--- config.mk ---
export PLATFORM = sky130hd
export DESIGN_NAME = base32_byte_stream_encoder
export DESIGN_NICKNAME = d
export VERILOG_FILES = /design/src/design/b32e_pkg.sv /design/src/design/base32_byte_stream_encoder.sv /design/src/design/b32e_front.sv /design/src/design/b32e_queue.sv /design/src/design/b32e_back.sv
export SDC_FILE = /design/constraint.sdc
export NUM_CORES = 1
export LEC_CHECK = 0
export BUFFER_PORTS_ARGS = -buffer_cell sky130_fd_sc_hd__buf_2
export CAP_MARGIN = 20
export CORE_MARGIN = 1.5
export CORE_UTILIZATION = 49
export DETAILED_ROUTE_END_ITERATION = 6
export PLACE_DENSITY = 0.71
export SLEW_MARGIN = 20
export SYNTH_ARGS = -nofsm -noshare
export SYNTH_HDL_FRONTEND = slang
export SYNTH_SLANG_ARGS = --single-unit
--- constraint.sdc ---
create_clock -name clk -period 11 [get_ports clk]
set_input_delay 2.2 -clock clk [delete_from_list [all_inputs] [get_ports clk]]
set_output_delay 2.2 -clock clk [all_outputs]
set_load 0.005 [all_outputs]
--- src/design/b32e_pkg.sv ---
// Package for the base32 byte stream encoder.
// Holds the word and job types, the default queue depth and the symbol alphabet function.
// No dependencies.
`timescale 1ns / 1ps

package b32e_pkg;

  localparam int unsigned SymBits      = 5;
  localparam int unsigned ByteBits     = 8;
  localparam int unsigned MaxSyms      = 3;
  localparam int unsigned QueueDepthDef = 2;

  localparam logic [6:0] AsciiA     = 7'd65;
  localparam logic [6:0] AsciiTwo   = 7'd50;
  localparam logic [4:0] LetterCount = 5'd26;

  typedef struct packed {
    logic [7:0] data_byte;
    logic       last_byte;
  } in_word_t;

  typedef struct packed {
    logic [6:0] symbol_char;
    logic       last_symbol;
  } out_word_t;

  typedef struct packed {
    logic [MaxSyms-1:0][SymBits-1:0] sym;
    logic [1:0]                      cnt;
    logic                            last;
  } job_t;

  function automatic logic [6:0] sym_ascii(input logic [4:0] v);
    logic [6:0] r;
    if (v < LetterCount) begin
      r = AsciiA + {2'b00, v};
    end else begin
      r = AsciiTwo + {2'b00, v - LetterCount};
    end
    return r;
  endfunction

endpackage

--- src/design/base32_byte_stream_encoder.sv ---
// Top level of the base32 byte stream encoder.
// Instantiates the front end, the job queue and the back end.
// Depends on b32e_pkg, b32e_front, b32e_queue and b32e_back.
`timescale 1ns / 1ps

// Bytes enter most significant bit first and leave as unpadded RFC 4648 base32
// ASCII symbols, one symbol per word, with last_symbol set on the final symbol of
// each message. A byte is taken in every cycle while the job queue has room, and
// the back end sends one symbol per cycle while a job waits and output is popped,
// so a byte costs one to three symbols of output and about 1.6 on average. The first
// symbol of a byte passes the job queue and then the output register to the output.
module base32_byte_stream_encoder #(
  parameter int unsigned QUEUE_DEPTH = b32e_pkg::QueueDepthDef
) (
  input  logic                clk,
  input  logic                rst_n,
  input  logic                in_push,
  output logic                in_full,
  input  b32e_pkg::in_word_t  in_data,
  output logic                out_empty,
  input  logic                out_pop,
  output b32e_pkg::out_word_t out_data
);

  logic           q_push, q_full, q_pop, q_empty;
  b32e_pkg::job_t q_wdata, q_rdata;

  b32e_front u_front (
    .clk     (clk),
    .rst_n   (rst_n),
    .in_push (in_push),
    .in_full (in_full),
    .in_data (in_data),
    .q_full  (q_full),
    .q_push  (q_push),
    .q_data  (q_wdata)
  );

  b32e_queue #(
    .DEPTH (QUEUE_DEPTH)
  ) u_queue (
    .clk   (clk),
    .rst_n (rst_n),
    .push  (q_push),
    .wdata (q_wdata),
    .full  (q_full),
    .pop   (q_pop),
    .empty (q_empty),
    .rdata (q_rdata)
  );

  b32e_back u_back (
    .clk       (clk),
    .rst_n     (rst_n),
    .q_empty   (q_empty),
    .q_data    (q_rdata),
    .q_pop     (q_pop),
    .out_empty (out_empty),
    .out_pop   (out_pop),
    .out_data  (out_data)
  );

endmodule

--- src/design/b32e_front.sv ---
// Front end of the base32 encoder: accepts bytes and splits them into 5-bit groups.
// Keeps the leftover bits between bytes and emits one job per byte.
// Depends on b32e_pkg.
`timescale 1ns / 1ps

module b32e_front (
  input  logic              clk,
  input  logic              rst_n,
  input  logic              in_push,
  output logic              in_full,
  input  b32e_pkg::in_word_t in_data,
  input  logic              q_full,
  output logic              q_push,
  output b32e_pkg::job_t    q_data
);

  logic [3:0]  left_bits_r, left_bits_nxt;
  logic [2:0]  left_cnt_r, left_cnt_nxt;
  logic [11:0] acc;
  logic [3:0]  total;
  logic        two_full;
  logic [3:0]  sh0, sh1, rem4;
  logic [11:0] shr0, shr1;
  logic [2:0]  rem;
  logic [3:0]  mask4, low4;
  logic [4:0]  fill;
  logic        has_fill;

  always_comb begin
    acc      = {left_bits_r, in_data.data_byte};
    total    = {1'b0, left_cnt_r} + 4'd8;
    two_full = (total >= 4'd10);
    sh0      = total - 4'd5;
    sh1      = two_full ? (total - 4'd10) : 4'd0;
    shr0     = acc >> sh0;
    shr1     = acc >> sh1;
    rem4     = two_full ? (total - 4'd10) : (total - 4'd5);
    rem      = rem4[2:0];
    mask4    = 4'((5'd1 << rem) - 5'd1);
    low4     = acc[3:0] & mask4;
    fill     = 5'({1'b0, low4} << (3'd5 - rem));
    has_fill = in_data.last_byte && (rem != 3'd0);

    q_data.sym[0] = shr0[4:0];
    q_data.sym[1] = shr1[4:0];
    q_data.sym[2] = two_full ? fill : 5'd0;
    if (!two_full) begin
      q_data.sym[1] = fill;
    end
    q_data.cnt  = (two_full ? 2'd2 : 2'd1) + {1'b0, has_fill};
    q_data.last = in_data.last_byte;

    in_full = q_full;
    q_push  = in_push && !q_full;

    if (in_data.last_byte) begin
      left_bits_nxt = 4'd0;
      left_cnt_nxt  = 3'd0;
    end else begin
      left_bits_nxt = low4;
      left_cnt_nxt  = rem;
    end
  end

  always_ff @(posedge clk) begin
    if (!rst_n) begin
      left_bits_r <= 4'd0;
      left_cnt_r  <= 3'd0;
    end else if (q_push) begin
      left_bits_r <= left_bits_nxt;
      left_cnt_r  <= left_cnt_nxt;
    end
  end

endmodule

--- src/design/b32e_queue.sv ---
// Short job queue between the front and back ends of the base32 encoder.
// Register array with read and write pointers and an occupancy count.
// Depends on b32e_pkg.
`timescale 1ns / 1ps

module b32e_queue #(
  parameter int unsigned DEPTH = b32e_pkg::QueueDepthDef
) (
  input  logic           clk,
  input  logic           rst_n,
  input  logic           push,
  input  b32e_pkg::job_t wdata,
  output logic           full,
  input  logic           pop,
  output logic           empty,
  output b32e_pkg::job_t rdata
);

  localparam int unsigned PtrW = (DEPTH > 1) ? $clog2(DEPTH) : 1;
  localparam int unsigned CntW = $clog2(DEPTH + 1);

  b32e_pkg::job_t mem [DEPTH];
  logic [PtrW-1:0] wr_ptr_r, wr_ptr_nxt, rd_ptr_r, rd_ptr_nxt;
  logic [CntW-1:0] count_r, count_nxt;
  logic            do_push, do_pop;

  always_comb begin
    full    = (count_r == CntW'(DEPTH));
    empty   = (count_r == '0);
    do_push = push && !full;
    do_pop  = pop && !empty;
    rdata   = mem[rd_ptr_r];

    wr_ptr_nxt = wr_ptr_r;
    if (do_push) begin
      wr_ptr_nxt = (wr_ptr_r == PtrW'(DEPTH - 1)) ? '0 : wr_ptr_r + 1'b1;
    end
    rd_ptr_nxt = rd_ptr_r;
    if (do_pop) begin
      rd_ptr_nxt = (rd_ptr_r == PtrW'(DEPTH - 1)) ? '0 : rd_ptr_r + 1'b1;
    end
    count_nxt = count_r;
    if (do_push && !do_pop) begin
      count_nxt = count_r + 1'b1;
    end else if (do_pop && !do_push) begin
      count_nxt = count_r - 1'b1;
    end
  end

  always_ff @(posedge clk) begin
    if (do_push) begin
      mem[wr_ptr_r] <= wdata;
    end
  end

  always_ff @(posedge clk) begin
    if (!rst_n) begin
      wr_ptr_r <= '0;
      rd_ptr_r <= '0;
      count_r  <= '0;
    end else begin
      wr_ptr_r <= wr_ptr_nxt;
      rd_ptr_r <= rd_ptr_nxt;
      count_r  <= count_nxt;
    end
  end

endmodule

--- src/design/b32e_back.sv ---
// Back end of the base32 encoder: steps through the symbols of each job.
// Maps each 5-bit group to ASCII and holds it in the output register.
// Depends on b32e_pkg.
`timescale 1ns / 1ps

module b32e_back (
  input  logic               clk,
  input  logic               rst_n,
  input  logic               q_empty,
  input  b32e_pkg::job_t     q_data,
  output logic               q_pop,
  output logic               out_empty,
  input  logic               out_pop,
  output b32e_pkg::out_word_t out_data
);

  logic                out_valid_r, out_valid_nxt;
  b32e_pkg::out_word_t out_data_r;
  logic [1:0]          idx_r, idx_nxt;
  logic                load, final_sym;

  always_comb begin
    load      = !q_empty && (!out_valid_r || out_pop);
    final_sym = (idx_r == q_data.cnt - 2'd1);
    q_pop     = load && final_sym;

    idx_nxt = idx_r;
    if (load) begin
      idx_nxt = final_sym ? 2'd0 : idx_r + 2'd1;
    end

    out_valid_nxt = out_valid_r;
    if (load) begin
      out_valid_nxt = 1'b1;
    end else if (out_pop) begin
      out_valid_nxt = 1'b0;
    end

    out_empty = !out_valid_r;
    out_data  = out_data_r;
  end

  always_ff @(posedge clk) begin
    if (load) begin
      out_data_r.symbol_char <= b32e_pkg::sym_ascii(q_data.sym[idx_r]);
      out_data_r.last_symbol <= q_data.last && final_sym;
    end
  end

  always_ff @(posedge clk) begin
    if (!rst_n) begin
      out_valid_r <= 1'b0;
      idx_r       <= 2'd0;
    end else begin
      out_valid_r <= out_valid_nxt;
      idx_r       <= idx_nxt;
    end
  end

endmodule

# Word-level counts from Yosys, hierarchy flattened
# Memory sizes are Yosys's and may differ from the RTL's. A register that Yosys moved wholly into a read port is not among the register bits.
# Index checks and enable logic that the tools add are counted.
# W data, S select, Z words.
[totals] ff_bits=22 latch_bits=0 mem_bits_rw=36 romBits=0 elab_cells=75 n_memories=1
[memory_table] memory="u_queue.mem" depth=2 width=18 rd=1 rd_clocked_by_memory_dff=1 wr=1 line="b32e_queue.sv:22" source="b32e_pkg::job_t mem [DEPTH];"
[classes] addsub=15 n_mul=0 div=0 magnitude_cmp=3 eq_ne=2 n_shift=4 muxes=21 bitwise=1 n_reduce_logical=19
[op_table] cell="$shr A12 B4 Y5" n=2
[op_table] cell="$mux W5" n=3
[op_table] cell="$bmux W5 S2" n=1
[op_table] cell="$logic_and A1 B1 Y1" n=9
[op_table] cell="$mux W1" n=8
[op_table] cell="$mux W2" n=4
[op_table] cell="$mux W4" n=2
[op_table] cell="$add A6 B5 Y7 const A" n=1
[op_table] cell="$add A7 B5 Y7 const A" n=1
[op_table] cell="$mux W7" n=1
[op_table] cell="$mux W3" n=2
[op_table] cell="$logic_not A1 Y1" n=5
[op_table] cell="$lt A5 B5 Y1 const B" n=1
[op_table] cell="$shl A4 B3 Y5" n=1
[op_table] cell="$sub A5 B5 Y5 const B" n=1
[op_table] cell="$add A2 B1 Y2 const B" n=2
[op_table] cell="$add A3 B4 Y4 const B" n=1
[op_table] cell="$and A4 B4 Y4" n=1
[op_table] cell="$ge A4 B4 Y1 const B" n=1
[op_table] cell="$reduce_bool A2 Y1" n=2
[op_table] cell="$shl A1 B3 Y4 const A" n=1
[op_table] cell="$sub A2 B1 Y2 const B" n=2
[op_table] cell="$sub A4 B1 Y4 const B" n=1
[op_table] cell="$sub A4 B3 Y4 const B" n=1
[op_table] cell="other kinds (10)" n=11

# Longest topological paths before layout
# Gate-level depths: netlist of the first run.
[logic_depth] ltp_word=8 mapped_depth=15 mapped_depth_nobuf=13

# Cells and area by module
# From an unflattened synthesis of the first run, not the netlist that was laid out.
[hier_totals] hier_cells=354 hier_area_um2=3807.4
[modules_own_cells] module="b32e_queue" instances=1 cells_per_inst=81 area_each_um2=1530.2 seq_area_each_um2=1181.1
[modules_own_cells] module="b32e_front" instances=1 cells_per_inst=194 area_each_um2=1452.6 seq_area_each_um2=140.1
[modules_own_cells] module="b32e_back" instances=1 cells_per_inst=79 area_each_um2=824.5 seq_area_each_um2=300.3

# Least setup slack after synthesis of the first run
# No wires, ideal clock.
[synth_path] path_type="in2reg" startpoint="input port out_pop" endpoint="register u_queue.count_r[1]" t_arrival_ns=3.622 slack_ns=7.303 stages=6 path_buffers=0 cell_sequence="o22ai_1 inv_1 o211ai_1 ha_1 or3_1 a21boi_0"
[synth_between] elab_chain_len=7
[synth_lines] item="from (decl)" line="base32_byte_stream_encoder.sv:21" source="input logic out_pop,"
[synth_lines] item="$logic_or A1 B1 Y1 *" line="b32e_back.sv:23" source="load = !q_empty && (!out_valid_r || out_pop);"
[synth_lines] item="$logic_and A1 B1 Y1 *" line="b32e_back.sv:23"
[synth_lines] item="via u_back.load" line="b32e_back.sv:20" source="logic load, final_sym;"
[synth_lines] item="$logic_and A1 B1 Y1 *" line="b32e_back.sv:25" source="q_pop = load && final_sym;"
[synth_lines] item="$logic_and A1 B1 Y1 *" line="b32e_queue.sv:31" source="do_pop = pop && !empty;"
[synth_lines] item="$logic_not A1 Y1" line="b32e_queue.sv:43" source="if (do_push && !do_pop) begin"
[synth_lines] item="$logic_and A1 B1 Y1" line="b32e_queue.sv:43"
[synth_lines] item="$mux W2 / $reduce_bool A2 Y1 (equally long branches)"
[synth_lines] item="to (signal assigned)" line="b32e_queue.sv:64" source="count_r <= count_nxt;"
[synth_lines] item="to (decl)" line="b32e_queue.sv:24" source="logic [CntW-1:0] count_r, count_nxt;"
# The timed path passes the listed nets; every way through them passes the cells marked *.
# A chain may end at the register's enable or synchronous reset.

==> results.cfg, run 1 <==
[clock_network]
cts_hold_buf = 0
clkTransAtPathRegs_ps = 80
htree_levels = 3
cts_buffer_depth = 2
clkSinkCount = 59
clock_latency_ps = 330
cts_tree = done
postCtsSetupBuffers = 0
cts_root_buffer = clkbuf_8
cts_resized = 0
cts_buffers = 9

[die]
start_util_pct = 50.1
row_count = 32
die_x_um = 91.4
die-area_um2 = 8360
coreArea_um2 = 7650
io_pins = 23
die_y_um = 91.4

[route]
antenna_left = 0
top_layer_used = met4
wl_met1_um = 3830
initialDrtViolationCount = 181
drc = 0
wl_per_cell_um = 17.1
dr_total_vias = 3036
vias_per_cell = 6.02
wirelength_um = 8640
met3_length_um = 349
dr.pass1.iters = 4
wl_met2_um = 4250

[setup_path]
path_buf_inv = 3
cp_common_cell = ha_1
cp_slowest_cell = nor2_1
critical_path.max_fanout = 14
crit_path_max_incr_delay_ps = 640
critPathTopFamily = adder cells
end_kind = register
reg2reg_slack_ps = 6380
crit_path_start_kind = register
critPathRequiredTime_ps = 11030
critPathKind = register to register
crit_chain = inv_1, ha_1, inv_1, nor2_1, clkinv_1, ha_1, nand3_1, ha_1, nand2b_1, nor3_1, o311ai_1, a32o_1, a22oi_1
cp.arrival_ps = 4650

[synth]
seq_area_frac_synth_pct = 42.3
synth_nets = 409
yosys_warnings = 0
ys_top_cells_by_area = edfxtp_1 34%, mux2i_1 9.7%, dfxtp_1 7.8%, mux4_2 4.1%, ha_1 3.6%
synthTopCellsByCount = 44 x edfxtp_1, 37 x mux2i_1, 34 x nor2_1, 31 x nand2_1, 18 x o21ai_0
synth_area_um2 = 3830
yosysMostFrequentCell = edfxtp_1
synth-main-ff-cell = edfxtp_1
async_reset_ff_share_pct = 0
synth_seq_cells = 59
synth.top_cell.area_share_pct = 34.5
synth_top_cell_by_area = edfxtp_1
netlist_instances = 385
syn_avg_cell_area_um2 = 9.95
synth_cell_types = 62
synth_edf_count = 44

[grt]
grt_pass1_vias = 2822
grt_max_degree = 24
grt_pass1_wl_um = 14000
grt_usage_pct = 21.4
grt-ovfl-total = 0
antenna_found_initial = 0

[power_and_ir_drop]
pwr-share-clk_pct = 19.7
internal-power_mw = 0.654
p_switching_mw = 0.420
ir_worst_vdd_v = 0.0000879
comb_power_share_pct = 46.4
power_density_nw_per_um2 = 256
seq_power_share_pct = 33.9
leakage_nw = 1.48
netSwitchingFraction_pct = 39.1

[place]
placed_cells = 488
port_buffers = 22
dp_hpwl_um = 6330
place_congestion = 0.951

[cells_and_area]
layout.nets = 421
instances_no_fill = 504
area_delta_synth_final_pct = 9.44
diodes = 0
drive_above_1_share_pct = 14.4

[run_status]
status = completed

[timing]
timing.final.crit_share_pct = 42.0
slew_viol_final = 0
setup-tns-final_ps = 0
worst_pin_slew_ps = 831
setup_viol = 0
period_needed_ps = 4620
finalHoldViolCount = 0
maxSlewHeadroom_pct = 44.6
max_freq_mhz = 216
finClkSkew_ps = 14.0
grt_setup_unrepaired = no

[run]
maxCapViolations = 0

[hold_path]
hold_path_class = register to register
-- power groups by stage --
stage | clock, mW | sequential [mW] | combinational [mW]
floorplan | 0 | 0.353 | 0.400
global placement | 0 | 0.366 | 0.489
detailed placement | 0 | 0.368 | 0.494
CTS | 0.217 | 0.364 | 0.496
global route | 0.227 | 0.369 | 0.550
finish | 0.212 | 0.363 | 0.498
-- routing by layer --
| layer | global-route usage, % | vias up |
|---|---|---|
| met5 | 0 | - |
| met2 | 35.6 | 82 |
| met1 | 27.0 | 1485 |
| li1 | - | 1455 |
| met4 | 9.38 | 0 |
| met3 | 3.94 | 14 |
-- final timing paths --
kind | from | end | cells after the start
max | u_front.left_cnt_r[1]$_SDFFE_PN0P_ | u_queue.mem[1][11]$_DFFE_PP_ | 13
min reg2reg | u_queue.count_r[1]$_SDFFE_PN0P_ | u_queue.count_r[1]$_SDFFE_PN0P_ | 2
min | u_queue.count_r[1]$_SDFFE_PN0P_ | u_queue.count_r[1]$_SDFFE_PN0P_ | 2
max reg2reg | u_front.left_cnt_r[1]$_SDFFE_PN0P_ | u_queue.mem[1][11]$_DFFE_PP_ | 13
-- placed cells by master, fill, tap and decap left out, types with 8 or more instances in the layout --
cell type,instances
edfxtp_1,44
mux2i_1,37
nor2_1,34
nand2_1,31
buf_2,22
o21ai_0,18
dfxtp_1,15
inv_1,14
nor3_1,14
nand3_1,13
a21oi_1,11
ha_1,11
nor2b_1,10
clkbuf_8,9
xnor2_1,8
-- sequential cells by signal, indices dropped and copies added, names as in the netlist, named ones only --
register,cells
u_queue.mem,36
u_back.out_data,8
u_front.left_bits_r,4
u_front.left_cnt_r,3
u_back.idx_r,2
u_queue.count_r,2
u_back.out_valid_r,1
u_queue.rd_ptr_r,1
u_queue.wr_ptr_r,1
-- worst min-delay path: cells and delay by family, from the launching register on --
family / cells / cell delay [ps]
AO/OA/AOI/OAI: 2 / 170
flip-flops: 1 / 350
-- stage by stage --
step                hold WS [ps]  util (%)  worst slack [ps]  power [mW]  cell area [µm²]
finish                       570      54.8              6380        1.07             4190
global route                 608      54.8              6010        1.15             4190
CTS                          582      54.8              6460        1.08             4190
detailed placement           559      51.9              6490       0.862             3970
global placement             510      51.9              6550       0.855             3970
floorplan                    484         -              7300       0.753             3830
-- area by class of cell --
class                      instances  area, µm²
multi-input combinational        285       2020
tap                              102        128
timing repair buffer              27        148
clock buffer                      10        149
sequential                        59       1620
inverter                          15       56.3
fill                             665       3460
clock inverter                     6       70.1
-- cell families (layout without fill, tap and decap cells) --
family          Yosys count  count (layout)  share of synthesized area [%]
mux                      47              47                           14.7
xor+xnor                 10              10                           2.29
fa+ha+maj                11              11                           3.59
simple gates            136             136                           17.9
flops                    59              59                           42.3
buf+inv                  41              58                           4.93
compound gates           81              81                           14.2
(Power assumes the default switching activity.)
==> inputs of run 2 (changes only) <==
- ABC_AREA: unset -> 1
- PLACE_DENSITY: 0.71 -> 0.74
- clock period: 11 -> 4.2 ns (I/O delays scaled with it)
==> results.cfg, run 2 <==
[run_status]
status = completed

[timing]
timing.final.crit_share_pct = 79.9
grt_setup_unrepaired = no
finClkSkew_ps = 13.4
setup-tns-final_ps = 0
period_needed_ps = 3350
max_freq_mhz = 298
maxSlewHeadroom_pct = 26.2
slew_viol_final = 0
fin_ws_ps = 846
finalHoldViolCount = 0
worst_pin_slew_ps = 1090
setup_viol = 0
fin_hold_ws_ps = 495

[clock_network]
cts_hold_buf = 0
clkTransAtPathRegs_ps = 70
clkSinkCount = 59
postCtsSetupBuffers = 0
cts_buffer_depth = 2
cts_resized = 0
cts_root_buffer = clkbuf_8
htree_levels = 3
clock_latency_ps = 330
cts_buffers = 9
cts_tree = done

[place]
dp_hpwl_um = 5830
dpl-instance-area_um2 = 3800
placed_cells = 543
port_buffers = 22
place_ws_ps = 923
place_congestion = 0.984

[cells_and_area]
drive_above_1_share_pct = 17.0
fin_area_um2 = 3990
largest_reg_flops = 36
diodes = 0
fill_cells = 658
mostFrequentLayoutCell = nand2_1
fin_util_pct = 55.6
area_delta_synth_final_pct = 10.4
layout.nets = 479
regMostFlops = u_queue.mem
layout_common_cells = 91 x nand2_1, 52 x nor2_1, 51 x o21ai_0
instances_no_fill = 559

[synth]
syn_avg_cell_area_um2 = 8.39
yosys_warnings = 0
yosysMostFrequentCell = nand2_1
synth_cell_types = 45
synth_edf_count = 44
synth-main-ff-cell = edfxtp_1
synth_top_cell_by_area = edfxtp_1
synth_adder_area_share_pct = 3.81
synth.top_cell.area_share_pct = 36.6
ys_top_cells_by_area = edfxtp_1 37%, nand2_1 9.4%, dfxtp_1 8.3%, o21ai_0 7.1%, nor2_1 5.4%
yosys.area_share.simple_pct = 22.0
synth_area_um2 = 3610
synthTopCellsByCount = 91 x nand2_1, 52 x nor2_1, 51 x o21ai_0, 44 x edfxtp_1, 34 x inv_1
synth_nets = 455
seq_area_frac_synth_pct = 44.9
synth_top_family_by_area = simple AND/OR/NAND/NOR gates
async_reset_ff_share_pct = 0
synth-compound-area-share_pct = 19.3
muxShareOfSynthArea_pct = 0.831
synth_seq_cells = 59
synth_xor_area_share_pct = 2.22
netlist_instances = 431

[die]
coreArea_um2 = 7180
die_y_um = 88.9
start_util_pct = 50.4
row_count = 31
io_pins = 23
die_x_um = 88.9
die-area_um2 = 7900

[route]
initialDrtViolationCount = 172
dr.pass1.iters = 4
antenna_left = 0
drc = 0
wirelength_um = 7730
dr_total_vias = 2970
vias_per_cell = 5.31
wl_per_cell_um = 13.8

[setup_path]
critical_path.max_fanout = 24
r2r_start = u_front.left_cnt_r[0]$_SDFFE_PN0P_
crit_path_start_kind = register
end_kind = register
crit_start = u_front.left_cnt_r[0]$_SDFFE_PN0P_
critPathKind = register to register
critPathRequiredTime_ps = 4330
cp.arrival_ps = 3490

[hold_path]
hold_start = u_front.left_bits_r[2]$_SDFFE_PN0P_
hold_path_class = register to register

[grt]
grt-ovfl-total = 0
grt_usage_pct = 20.7
antenna_found_initial = 0
grt_pass1_vias = 2582
grt_max_degree = 25
grt_pass1_wl_um = 12300

[run]
maxCapViolations = 0

[power_and_ir_drop]
ir_worst_vdd_v = 0.000275
leakage_nw = 1.60
p_total_mw = 2.96
power_density_nw_per_um2 = 741
run 2: cell count changes in the layout (fill, tap and decap cells not counted), moves of 10 or more:
| cell | previous run | this run |
|---|---|---|
| a21oi_1 | 11 | 21 |
| inv_1 | 14 | 34 |
| inv_2 | 0 | 11 |
| mux2i_1 | 37 | 3 |
| nand2_1 | 31 | 91 |
| nor2_1 | 34 | 52 |
| nor2b_1 | 10 | 0 |
| nor3_1 | 14 | 0 |
| o21ai_0 | 18 | 51 |
| o21ai_1 | 3 | 14 |
run 2: where the power goes:
| group | switching, mW | internal, mW | total, mW |
|---|---|---|---|
| Sequential | 0.0992 | 0.893 | 0.992 |
| Clock | 0.228 | 0.247 | 0.474 |
| Combinational | 0.963 | 0.529 | 1.49 |
run 2: cell families (layout without fill, tap and decap cells):
family | Yosys count | count (layout)
muxes | 3 | 3
DFF | 59 | 59
buffers and inverters | 59 | 88
adders and majority gates | 11 | 11
and+or+nand+nor | 176 | 176
xor gates and xnor gates | 7 | 7
AOI/OAI and AO/OA | 116 | 116
run 2: critical path, cell delays in order, from the launching register on:
cell	delay (ps)
dfxtp_1	310
buf_4	250
inv_1	150
ha_1	540
inv_1	230
nand3_1	240
nand2_8	100
nor2_1	230
nand2_1	80
ha_1	310
nor2_1	170
nand2_1	80
o21ai_1	110
nand2_1	110
o221ai_1	230
run 2: final timing paths:
kind                                    endpoint  slack (ps)  depth (start not counted)
max                  u_queue.mem[0][9]$_DFFE_PP_         850                         14
min          u_front.left_bits_r[2]$_SDFFE_PN0P_         490                          2
max reg2reg          u_queue.mem[0][9]$_DFFE_PP_         850                         14
min reg2reg  u_front.left_bits_r[2]$_SDFFE_PN0P_         490                          2
run 2: routing by layer:
metal  track usage (%)  up-vias  part of all wire [%]
li1                  -     1521                     -
met1              27.2     1348                    46
met2              33.6       84                    47
met3              4.25       17                   4.2
met4              8.66        0                   2.8
met5                 0        -                     0
run 2: cell type report:
type,count,area (µm²),share of cell area (%)
Multi-Input combinational cell,313,1740,43.7
Sequential cell,59,1620,40.6
Inverter,46,175,4.39
Clock buffer,11,151,3.79
Timing Repair Buffer,26,140,3.51
Tap cell,99,124,3.10
Clock inverter,5,36.3,0.909
